File: src/rtl/dht_pkg.sv
// ----------------------------------------------------------------------------
// dht_pkg
// Shared constants, codes and types of the single-wire sensor frame decoder.
// ----------------------------------------------------------------------------
package dht_pkg;

  localparam int PULSES_PER_FRAME = 42;
  localparam int IDX_W            = $clog2(PULSES_PER_FRAME);
  localparam int DUR_W            = 15;
  localparam int CFG_IDX_W        = 8;
  localparam int QUEUE_DEPTH      = 2;

  // first pulse that carries data; the two before it are the sensor response
  localparam int DATA_FIRST = 2;

  localparam logic [IDX_W-1:0] LAST_INDEX = IDX_W'(PULSES_PER_FRAME - 1);

  localparam logic [CFG_IDX_W-1:0] REG_ZERO_MIN = CFG_IDX_W'(0);
  localparam logic [CFG_IDX_W-1:0] REG_ZERO_MAX = CFG_IDX_W'(1);
  localparam logic [CFG_IDX_W-1:0] REG_ONE_MIN  = CFG_IDX_W'(2);
  localparam logic [CFG_IDX_W-1:0] REG_ONE_MAX  = CFG_IDX_W'(3);

  localparam logic [DUR_W-1:0] ZERO_MIN_RESET = DUR_W'(20);
  localparam logic [DUR_W-1:0] ZERO_MAX_RESET = DUR_W'(30);
  localparam logic [DUR_W-1:0] ONE_MIN_RESET  = DUR_W'(70);
  localparam logic [DUR_W-1:0] ONE_MAX_RESET  = DUR_W'(80);

  // what a pulse does to the stored bit at its position
  typedef enum logic [1:0] {
    ACT_KEEP,
    ACT_ZERO,
    ACT_ONE
  } bit_act_t;

  typedef struct packed {
    logic     start;
    bit_act_t act;
  } pulse_cmd_t;

endpackage

File: src/rtl/dht_front.sv
// ----------------------------------------------------------------------------
// dht_front
// Holds the window registers and classifies each pulse record into a command.
// ----------------------------------------------------------------------------
module dht_front (
  input  logic                           clk,
  input  logic                           rst,
  input  logic                           cfg_valid,
  output logic                           cfg_ready,
  input  logic [dht_pkg::CFG_IDX_W-1:0]  cfg_index,
  input  logic [dht_pkg::DUR_W-1:0]      cfg_data,
  input  logic                           frame_start,
  input  logic                           first_level,
  input  logic [dht_pkg::DUR_W-1:0]      first_duration,
  input  logic                           second_level,
  input  logic [dht_pkg::DUR_W-1:0]      second_duration,
  output dht_pkg::pulse_cmd_t            cmd
);
  import dht_pkg::*;

  logic [DUR_W-1:0] zero_min;
  logic [DUR_W-1:0] zero_max;
  logic [DUR_W-1:0] one_min;
  logic [DUR_W-1:0] one_max;

  logic [DUR_W-1:0] dur;
  logic             have_high;
  logic             in_zero;
  logic             in_one;

  assign cfg_ready = 1'b1;

  always_ff @(posedge clk) begin
    if (rst) begin
      zero_min <= ZERO_MIN_RESET;
      zero_max <= ZERO_MAX_RESET;
      one_min  <= ONE_MIN_RESET;
      one_max  <= ONE_MAX_RESET;
    end else if (cfg_valid && cfg_ready) begin
      case (cfg_index)
        REG_ZERO_MIN: zero_min <= cfg_data;
        REG_ZERO_MAX: zero_max <= cfg_data;
        REG_ONE_MIN:  one_min  <= cfg_data;
        REG_ONE_MAX:  one_max  <= cfg_data;
        default: ;
      endcase
    end
  end

  // use the first half if it is high, else the second
  assign have_high = first_level | second_level;
  assign dur       = first_level ? first_duration : second_duration;
  assign in_zero   = (dur > zero_min) && (dur < zero_max);
  assign in_one    = (dur > one_min) && (dur < one_max);

  always_comb begin
    cmd.start = frame_start;
    if (!have_high) begin
      cmd.act = ACT_KEEP;
    end else if (in_zero) begin
      cmd.act = ACT_ZERO;
    end else if (in_one) begin
      cmd.act = ACT_ONE;
    end else begin
      cmd.act = ACT_KEEP;
    end
  end

endmodule

File: src/rtl/dht_queue.sv
// ----------------------------------------------------------------------------
// dht_queue
// Short command queue between the classifier and the frame assembler.
// ----------------------------------------------------------------------------
module dht_queue #(
  parameter int DEPTH = dht_pkg::QUEUE_DEPTH
) (
  input  logic                clk,
  input  logic                rst,
  input  logic                push,
  input  dht_pkg::pulse_cmd_t push_cmd,
  output logic                full,
  input  logic                pop,
  output logic                empty,
  output dht_pkg::pulse_cmd_t head
);
  import dht_pkg::*;

  localparam int PTR_W = (DEPTH > 1) ? $clog2(DEPTH) : 1;
  localparam int CNT_W = $clog2(DEPTH + 1);
  localparam logic [PTR_W-1:0] PTR_LAST = PTR_W'(DEPTH - 1);
  localparam logic [CNT_W-1:0] CNT_FULL = CNT_W'(DEPTH);

  pulse_cmd_t       slots [DEPTH];
  logic [PTR_W-1:0] wr_ptr;
  logic [PTR_W-1:0] rd_ptr;
  logic [CNT_W-1:0] count;
  logic [CNT_W-1:0] count_next;

  assign full  = (count == CNT_FULL);
  assign empty = (count == '0);
  assign head  = slots[rd_ptr];

  always_comb begin
    count_next = count;
    if (push && !pop) begin
      count_next = count + CNT_W'(1);
    end else if (pop && !push) begin
      count_next = count - CNT_W'(1);
    end
  end

  always_ff @(posedge clk) begin
    if (push) begin
      slots[wr_ptr] <= push_cmd;
    end
  end

  always_ff @(posedge clk) begin
    if (rst) begin
      wr_ptr <= '0;
      rd_ptr <= '0;
      count  <= '0;
    end else begin
      count <= count_next;
      if (push) begin
        wr_ptr <= (wr_ptr == PTR_LAST) ? '0 : wr_ptr + PTR_W'(1);
      end
      if (pop) begin
        rd_ptr <= (rd_ptr == PTR_LAST) ? '0 : rd_ptr + PTR_W'(1);
      end
    end
  end

  a_no_overfill: assert property (@(posedge clk) disable iff (rst)
    count <= CNT_FULL)
    else $error("queue count beyond depth");

  a_pop_not_empty: assert property (@(posedge clk) disable iff (rst)
    pop |-> !empty)
    else $error("pop from empty queue");

  a_push_counts: assert property (@(posedge clk) disable iff (rst)
    (push && !pop) |=> (count == $past(count) + CNT_W'(1)))
    else $error("queue count did not advance on push");

endmodule

File: src/rtl/dht_back.sv
// ----------------------------------------------------------------------------
// dht_back
// Applies pulse commands to the frame bit store, tracks the pulse index and
// packs the result word into the output register at the end of a frame.
// ----------------------------------------------------------------------------
module dht_back (
  input  logic                 clk,
  input  logic                 rst,
  input  logic                 empty,
  input  dht_pkg::pulse_cmd_t  head,
  output logic                 pop,
  output logic                 out_valid,
  input  logic                 out_stall,
  output logic [15:0]          humidity_tenths,
  output logic [15:0]          temperature_raw,
  output logic [7:0]           received_checksum,
  output logic                 checksum_ok
);
  import dht_pkg::*;

  logic [PULSES_PER_FRAME-1:0] frame_bits;
  logic [PULSES_PER_FRAME-1:0] frame_bits_next;
  logic [IDX_W-1:0]            pulse_index;
  logic [IDX_W-1:0]            pos;
  logic                        last_pulse;
  logic                        can_load;
  logic                        load;

  logic [7:0] h1, h2, t1, t2, ck;
  logic [9:0] sum;
  logic       ok;

  assign pos        = head.start ? '0 : pulse_index;
  assign last_pulse = (pos == LAST_INDEX);
  assign can_load   = !out_valid || !out_stall;
  // hold the last pulse of a frame until the output register frees up
  assign pop        = !empty && (!last_pulse || can_load);
  assign load       = pop && last_pulse;

  always_comb begin
    frame_bits_next = frame_bits;
    if (head.act != ACT_KEEP) begin
      frame_bits_next[pos] = (head.act == ACT_ONE);
    end
  end

  always_comb begin
    for (int k = 0; k < 8; k++) begin
      h1[7-k] = frame_bits_next[DATA_FIRST + k];
      h2[7-k] = frame_bits_next[DATA_FIRST + 8 + k];
      t1[7-k] = frame_bits_next[DATA_FIRST + 16 + k];
      t2[7-k] = frame_bits_next[DATA_FIRST + 24 + k];
      ck[7-k] = frame_bits_next[DATA_FIRST + 32 + k];
    end
  end

  assign sum = {2'b00, h1} + {2'b00, h2} + {2'b00, t1} + {2'b00, t2};
  assign ok  = (sum[7:0] == ck);

  always_ff @(posedge clk) begin
    if (rst) begin
      frame_bits  <= '0;
      pulse_index <= '0;
      out_valid   <= 1'b0;
    end else begin
      if (pop) begin
        frame_bits  <= frame_bits_next;
        pulse_index <= last_pulse ? '0 : pos + IDX_W'(1);
      end
      if (load) begin
        out_valid <= 1'b1;
      end else if (!out_stall) begin
        out_valid <= 1'b0;
      end
    end
  end

  always_ff @(posedge clk) begin
    if (load) begin
      humidity_tenths   <= ok ? {h1, h2} : 16'h0000;
      temperature_raw   <= ok ? {t1, t2} : 16'h0000;
      received_checksum <= ck;
      checksum_ok       <= ok;
    end
  end

  a_index_range: assert property (@(posedge clk) disable iff (rst)
    pulse_index <= LAST_INDEX)
    else $error("pulse index out of frame");

  a_wrap_after_last: assert property (@(posedge clk) disable iff (rst)
    load |=> (pulse_index == '0) && out_valid)
    else $error("index did not wrap at frame end");

  a_no_overwrite: assert property (@(posedge clk) disable iff (rst)
    (out_valid && out_stall) |-> !load)
    else $error("result overwritten while stalled");

endmodule

File: src/rtl/dht22_pulse_frame_decoder_unit.sv
// ----------------------------------------------------------------------------
// dht22_pulse_frame_decoder_unit
// Decodes captured single-wire sensor pulse records into humidity,
// temperature and checksum results, one result per 42-pulse frame.
//
//   channel  handshake               payload
//   in       in_valid / in_stall     frame_start, first/second level+duration
//   out      out_valid / out_stall   humidity_tenths, temperature_raw,
//                                    received_checksum, checksum_ok
//   cfg      cfg_valid / cfg_ready   cfg_index, cfg_data
//
// One pulse record is taken per cycle while in_stall is low; the classifier
// pushes into a short queue and the frame assembler pops one command a cycle
// unless the queue is empty or a last pulse waits on a stalled result. A result
// is registered at the edge where the last pulse of a frame leaves the queue.
// A stalled result holds the last pulse of the next frame in the queue; other
// pulses keep flowing, and in_stall rises only once the queue is full.
// Reset clears the window registers to their defaults, the bit store and the
// pulse index; cfg_ready is always high.
// ----------------------------------------------------------------------------
module dht22_pulse_frame_decoder_unit #(
  parameter int QUEUE_DEPTH = dht_pkg::QUEUE_DEPTH
) (
  input  logic                           clk,
  input  logic                           rst,
  input  logic                           cfg_valid,
  output logic                           cfg_ready,
  input  logic [dht_pkg::CFG_IDX_W-1:0]  cfg_index,
  input  logic [dht_pkg::DUR_W-1:0]      cfg_data,
  input  logic                           in_valid,
  output logic                           in_stall,
  input  logic                           frame_start,
  input  logic                           first_level,
  input  logic [dht_pkg::DUR_W-1:0]      first_duration,
  input  logic                           second_level,
  input  logic [dht_pkg::DUR_W-1:0]      second_duration,
  output logic                           out_valid,
  input  logic                           out_stall,
  output logic [15:0]                    humidity_tenths,
  output logic [15:0]                    temperature_raw,
  output logic [7:0]                     received_checksum,
  output logic                           checksum_ok
);
  import dht_pkg::*;

  pulse_cmd_t cmd;
  pulse_cmd_t head;
  logic       full;
  logic       empty;
  logic       pop;
  logic       push;

  assign in_stall = full;
  assign push     = in_valid && !in_stall;

  dht_front u_front (
    .clk             (clk),
    .rst             (rst),
    .cfg_valid       (cfg_valid),
    .cfg_ready       (cfg_ready),
    .cfg_index       (cfg_index),
    .cfg_data        (cfg_data),
    .frame_start     (frame_start),
    .first_level     (first_level),
    .first_duration  (first_duration),
    .second_level    (second_level),
    .second_duration (second_duration),
    .cmd             (cmd)
  );

  dht_queue #(
    .DEPTH (QUEUE_DEPTH)
  ) u_queue (
    .clk      (clk),
    .rst      (rst),
    .push     (push),
    .push_cmd (cmd),
    .full     (full),
    .pop      (pop),
    .empty    (empty),
    .head     (head)
  );

  dht_back u_back (
    .clk               (clk),
    .rst               (rst),
    .empty             (empty),
    .head              (head),
    .pop               (pop),
    .out_valid         (out_valid),
    .out_stall         (out_stall),
    .humidity_tenths   (humidity_tenths),
    .temperature_raw   (temperature_raw),
    .received_checksum (received_checksum),
    .checksum_ok       (checksum_ok)
  );

endmodule

File: config.mk
export PLATFORM = sky130hd
export DESIGN_NAME = dht22_pulse_frame_decoder_unit
export DESIGN_NICKNAME = d
export VERILOG_FILES = /design/src/rtl/dht_pkg.sv /design/src/rtl/dht_front.sv /design/src/rtl/dht_queue.sv /design/src/rtl/dht_back.sv /design/src/rtl/dht22_pulse_frame_decoder_unit.sv
export SDC_FILE = /design/constraint.sdc
export NUM_CORES = 1
export LEC_CHECK = 0
export BUFFER_PORTS_ARGS = -buffer_cell sky130_fd_sc_hd__buf_2
export CAP_MARGIN = 10
export CORE_UTILIZATION = 30
export CTS_CLUSTER_SIZE = 28
export DETAILED_ROUTE_END_ITERATION = 16
export PLACE_DENSITY = 0.51
export SKIP_CTS_REPAIR_TIMING = 1
export SLEW_MARGIN = 40
export SYNTH_ARGS = -nofsm -noshare
export SYNTH_HDL_FRONTEND = slang
export SYNTH_SLANG_ARGS = --single-unit
export TNS_END_PERCENT = 100
File: constraint.sdc
create_clock -name clk -period 8.4 [get_ports clk]
set_input_delay 1.68 -clock clk [delete_from_list [all_inputs] [get_ports clk]]
set_output_delay 1.68 -clock clk [all_outputs]
set_load 0.02 [all_outputs]
### Word-level counts from Yosys, hierarchy flattened

Memory sizes are Yosys's and may differ from the RTL's. A register that Yosys moved wholly into a read port is not among the register bits.
Cells that the tools add are included.

* word-level logic and storage cells: 85
* input bits: 61
* flip-flop bits (word level): 154
* output and inout port bits: 44
* memories kept: 1
* RAM bits: 6

* reduce and logical (&&, ||, !) cells: 26
* equal/unequal tests: 8
* add/sub/neg operators: 8
* mux-type cells: 20
* bitwise gates (word level): 1
* $lt $le $gt $ge: 6

Memory list
* u_queue.slots: depth 2, bits a word 3, read ports 1, clocked after Yosys merged registers in 1, wr ports 1, RTL line dht_queue.sv:24 `pulse_cmd_t slots [DEPTH];`

Operator list (number)
* $bwmux W42: 1
* $mux W42: 1
* $gt A15 B15 Y1: 2
* $lt A15 B15 Y1: 2
* $add A8 B8 Y8: 3
* $eq A8 B2 Y1 const B: 2
* $mux W15: 1
* $mux W6: 2
* $mux W2: 5
* $reduce_and A2 Y1: 5
* $mux W1: 9
* $eq A8 B1 Y1 const B: 1
* $eq A8 B8 Y1: 1
* $logic_and A1 B1 Y1: 8
* $logic_not A8 Y1: 1
* $logic_not A1 Y1: 7
* $lt A6 B7 Y1 const B: 1
* $add A6 B1 Y6 const B: 1
* $demux W1 S6: 1
* $eq A6 B6 Y1 const B: 1
* $ge A6 B1 Y1 const B: 1
* $eq A2 B2 Y1 const B: 2
* $reduce_bool A2 Y1: 2
* $add A1 B1 Y1 const B: 2
* other kinds (6): 7

### Longest topological paths before layout

* depth after elaboration: 11
* gate-level depth with buffers: 23
* gate-level depth less buffers: 20

### Cells and area by module

A second synthesis with hierarchy kept.

* cell total of the unflattened synthesis: 944
* area total of the unflattened synthesis: 9200.1 um2

By module, submodules not included
* dht_back: cells an instance 473, area each 4957.3 um2, sequential area each 2172.1 um2, times used 1
* dht_front: cells an instance 439, area each 3807.4 um2, sequential area each 1201.2 um2, times used 1
* dht_queue: cells an instance 31, area each 421.7 um2, sequential area each 280.3 um2, times used 1
* dht22_pulse_frame_decoder_unit: cells an instance 1, area each 13.8 um2, sequential area each 0.0 um2, times used 1

### Least setup slack after synthesis

No wires, ideal clock.

* path kind: register to register
* start point: register (tool-made name)
* end point: register u_back.temperature_raw[14] (data pin)
* cell stages (with the launch flop): 24
* clock period less this slack: 5.308 ns
* arrival: 5.044 ns
* slack: 3.092 ns
* cells stage by stage: dfxtp_1 -> buf_6 -> nor3_1 -> nor3_1 -> and3_1 -> and2_1 -> clkbuf_1 -> nand2_1 -> mux2i_1 -> fa_1 -> fa_1 -> inv_1 -> ha_1 -> inv_1 -> fa_1 -> nand2b_1 -> o2bb2ai_1 -> o21bai_1 -> a21oi_1 -> xor2_1 -> xnor3_2 -> xnor2_4 -> buf_6 -> nor3b_2

RTL lines
* end signal, assigned: RTL line dht_back.sv:81 `temperature_raw <= ok ? {t1, t2} : 16'h0000;`
* end, declared: RTL line dht_back.sv:15 `output logic [15:0] temperature_raw,`

==> results by group <==
STA
  • Tcrit/Tclk final: 77.2%
  • Hold Fails Final Rpt: 0
  • RSZ-0062 raised after global routing: no
  • Slew @ Worst Pin: 0.814 ns
  • Slew headroom: 45.7%
  • Clock Skew: 0.0145 ns
  • Final setup violation count: 0
  • Post-route setup TNS: 0 ns
  • Max frequency: 154 MHz
  • Post-layout min period: 6.48 ns
  • Slew Limit Fails: 0

Yosys
  • Sequential area share after synthesis: 39.6%
  • Post-synthesis simple-gate area fraction: 18.9%
  • Netlist Area Pre-Place: 0.00922 mm2
  • Distinct cells, synth: 70
  • Synth Area in Compound Gates: 10.3%
  • Mux cell area share after synthesis: 11.0%
  • Synth Area in XOR/XNOR: 2.08%
  • Async S/R FF share, synth: 0%
  • Main combinational cell family by area after synthesis: simple AND/OR/NAND/NOR gates
  • Post-synth EDFFs: 47
  • Synthesized Nets: 1128
  • Yosys warning total: 0
  • FF+latch count, synth: 159
  • Adder-Cell Fraction of Synth Area: 12.0%
  • Mapped Cells: 987
  • Mean area per synthesized cell: 9.34 um2
  • Top_reg_cell synth: dfxtp_1

Clock network
  • CTS tree: yes
  • CTS clk-pin slew, worst paths: 0.07 ns
  • Worst-Skew Late Latency: 0.44 ns
  • CTS buffer count: 17
  • CTS root buffer: clkbuf_16
  • Clock buffer depth: 2
  • Sink Count: 159
  • H-Tree Depth: 4

Setup path
  • Worst Path Class, Setup: reg2reg
  • R2r setup slk: 1.92 ns
  • CP max FO: 19
  • CP Buf/Inv Count: 3
  • Critical path, cell by cell: mux2i_4 > and3_1 > nand2b_1 > nor3_1 > mux2i_1 > fa_1 > inv_1 > fa_1 > inv_1 > fa_1 > nand2b_1 > o2bb2ai_1 > o21bai_1 > a21oi_1 > xor2_1 > xnor3_2 > xnor2_4 > buf_4 > nor2_1
  • Worst Setup End Kind: flop
  • CP delay by family, top: adder cells
  • Critical Path RT: 8.57 ns
  • Cells on worst reg2reg path: 19
  • Critical Path Most Common Cell: fa_1
  • RR Endpoint: u_back.checksum_ok
  • Crit path arrival time: 6.65 ns
  • CP Launch Type: flop
  • Worst path slowest cell: mux2i_4
  • Slowest stage delay, CP: 0.62 ns

Floorplan
  • DIE WIDTH: 177 um
  • Die area: 0.0314 mm2
  • Die height: 177 um
  • Core Footprint: 0.0300 mm2
  • IO Count: 105
  • Row count: 63
  • Initial core utilization: 30.8%

Routing
  • Vias per inst: 4.75
  • DRC viols: 0
  • Wire per inst: 15.7 um
  • Antenna Nets Post-Route: 0
  • Total routed wirelength: 23100 um
  • First-pass iteration count of the detailed router: 5
  • Vias: 7004
  • Initial DRC Count: 508

Global routing
  • Maximum number of pins on one net before global-route repair: 96
  • Grt total ovfl: 0
  • First-pass GRT wire length: 37500 um
  • GRT Util Overall: 15.4%
  • Initial antenna violation count: 0
  • Vias in the first global route: 6835

Place
  • HPWL after DPL: 16600 um
  • Number of port buffers: 103
  • GP Congestion: 0.814
  • Dpl cell area: 0.0101 mm2
  • Placed cell count: 1441

Final layout
  • Nets@finish: 1211
  • Diodes inserted: 0
  • Final cell count without fillers: 1473
  • Area growth from synthesis to layout: 16.3%
  • Fin area: 0.0107 mm2
  • Final Util: 35.8%
  • Most frequent cells in the layout: nor2_1 (116), nand2_1 (112), dfxtp_1 (112), buf_2 (102), inv_1 (84)
  • Ratio of cells with drive above 1 in the final layout: 20.6%
  • Layout fillers: 3129
  • Most common cell after layout, fill and taps aside: nor2_1

Pwr
  • Comb pwr share: 17.5%
  • Flop pwr share: 42.3%
  • Pwr dens: 183 mW/mm2
  • Sw Ratio: 31.9%
  • Leak: 4.42 nW
  • Worst IR drop on VDD: 0.000129 V
  • Clock network fraction of total power: 40.3%
  • Switch Pwr: 0.000625 W
  • Pint: 0.00134 W

Hold path
  • HP Class: reg2reg
  • Hold endpoint: u_front.zero_max[6]
  • HP Start: u_front.zero_max[6]
  • WHS Path Cells: 2

Outcome
  • Status: finished clean

Flow run
  • Max Cap Violations: 0
-- cells by family after synthesis --
group | after synthesis
simple gates | 345
flops | 159
compound gates | 151
buf+inv | 137
mux | 96
fa+ha+maj | 80
xor+xnor | 18
other cells | 1
-- worst max path at each step --
stage                                  to  slack [ns]  depth (start not counted)  start
2_1_floorplan  u_back.temperature_raw[14]        3.09                         23   flop
3_3_place_gp           u_back.checksum_ok        2.04                         20   flop
3_5_place_dp           u_back.checksum_ok        1.89                         20   flop
4_1_cts         u_back.humidity_tenths[9]        1.89                         20   flop
5_1_grt                u_back.checksum_ok        1.45                         20   flop
6_report               u_back.checksum_ok        1.92                         19   flop
-- stage by stage --
step | hold slack, ns | total power (W) | setup slack (ns)
after global placement | 0.440 | 0.00119 | 2.04
final | 0.456 | 0.00196 | 1.92
after floorplan | 0.433 | 0.00108 | 3.09
after global routing | 0.475 | 0.00206 | 1.45
after detailed placement | 0.448 | 0.00119 | 1.89
after CTS | 0.458 | 0.00199 | 1.89
-- cells in the mapped netlist (2+ instances only) --
master    count  area, um2
nor3b_2       6       75.1
clkbuf_1     34        128
nor4_1        3       18.8
a211o_1      11       96.3
nand4_1       8       50.1
a21o_1       12       90.1
and2_1        2       12.5
nand3_1      11       55.1
nor3_2       24        240
and3_1        4       25.0
nand4b_1      2       17.5
nand2_1     112        420
dfxtp_1     112       2240
a211oi_1      4       30.0
edfxtp_1     47       1410
o221ai_1      2       17.5
o21ai_0      17       85.1
or2_2         2       12.5
a21oi_1      72        360
ha_1         66        826
nor2b_1      10       62.6
mux2i_1      66        661
xnor2_1       9       78.8
xor2_1        7       61.3
nand2b_1      8       50.1
o21bai_1      2       15.0
or3_1         5       31.3
inv_1        85        319
a21boi_0      2       15.0
nor3_1       14       70.1
mux2_4        2       30.0
buf_1         6       22.5
o211ai_1      2       15.0
buf_6         4       45.0
nor3b_1       6       45.0
mux2_2       27        304
fa_1         14        280
buf_4         2       15.0
buf_2         6       30.0
nor2_1      117        439
o21a_1       11       82.6
a31oi_1       3       18.8
-- final cells by class --
class                           count  area (um2)  area share [%]
Inverter                           85         319            2.98
Tap cell                          390         488            4.55
Clock buffer                       20         479            4.47
Clock inverter                     12         116            1.09
Timing Repair Buffer              116         619            5.78
Sequential cell                   159        3650            34.1
Multi-Input combinational cell    691        5040            47.1
-- power by group through the flow --
| stage | Combinational, W | Clock [W] | Sequential [W] |
|---|---|---|---|
| 2_1_floorplan | 0.000254 | 0 | 0.000830 |
| 3_5_place_dp | 0.000344 | 0 | 0.000847 |
| 3_3_place_gp | 0.000340 | 0 | 0.000845 |
| 6_report | 0.000342 | 0.000790 | 0.000830 |
| 4_1_cts | 0.000345 | 0.000812 | 0.000829 |
| 5_1_grt | 0.000385 | 0.000843 | 0.000832 |
-- registers in the layout, summed over array words and instances, names as in the netlist, named ones only --
| register | flops |
|---|---|
| u_queue.slots | 6 |
| u_front.one_min | 15 |
| u_back.pulse_index | 6 |
| u_back.checksum_ok | 1 |
| u_front.one_max | 15 |
| u_queue.wr_ptr | 1 |
| u_back.temperature_raw | 16 |
| u_back.received_checksum | 8 |
| u_queue.count | 2 |
| u_queue.rd_ptr | 1 |
| u_back.frame_bits | 40 |
| u_back.out_valid | 1 |
| u_front.zero_min | 15 |
| u_back.humidity_tenths | 16 |
| u_front.zero_max | 15 |
-- tightest hold or removal path: cells and delay by family, from the launching register on --
| kind | cells | cell delay (ns) |
|---|---|---|
| AO/OA/AOI/OAI | 1 | 0.05 |
| flip-flops | 1 | 0.31 |
| AND/OR/NAND/NOR | 1 | 0.05 |
-- routing by layer --
layer | share of wire [%] | global-route usage (%)
met5 | 0 | 0
met4 | 1.0 | 3.70
met3 | 3.1 | 2.42
met2 | 49 | 26.0
met1 | 47 | 20.5
Note: power is estimated with default switching activity, not from simulation.
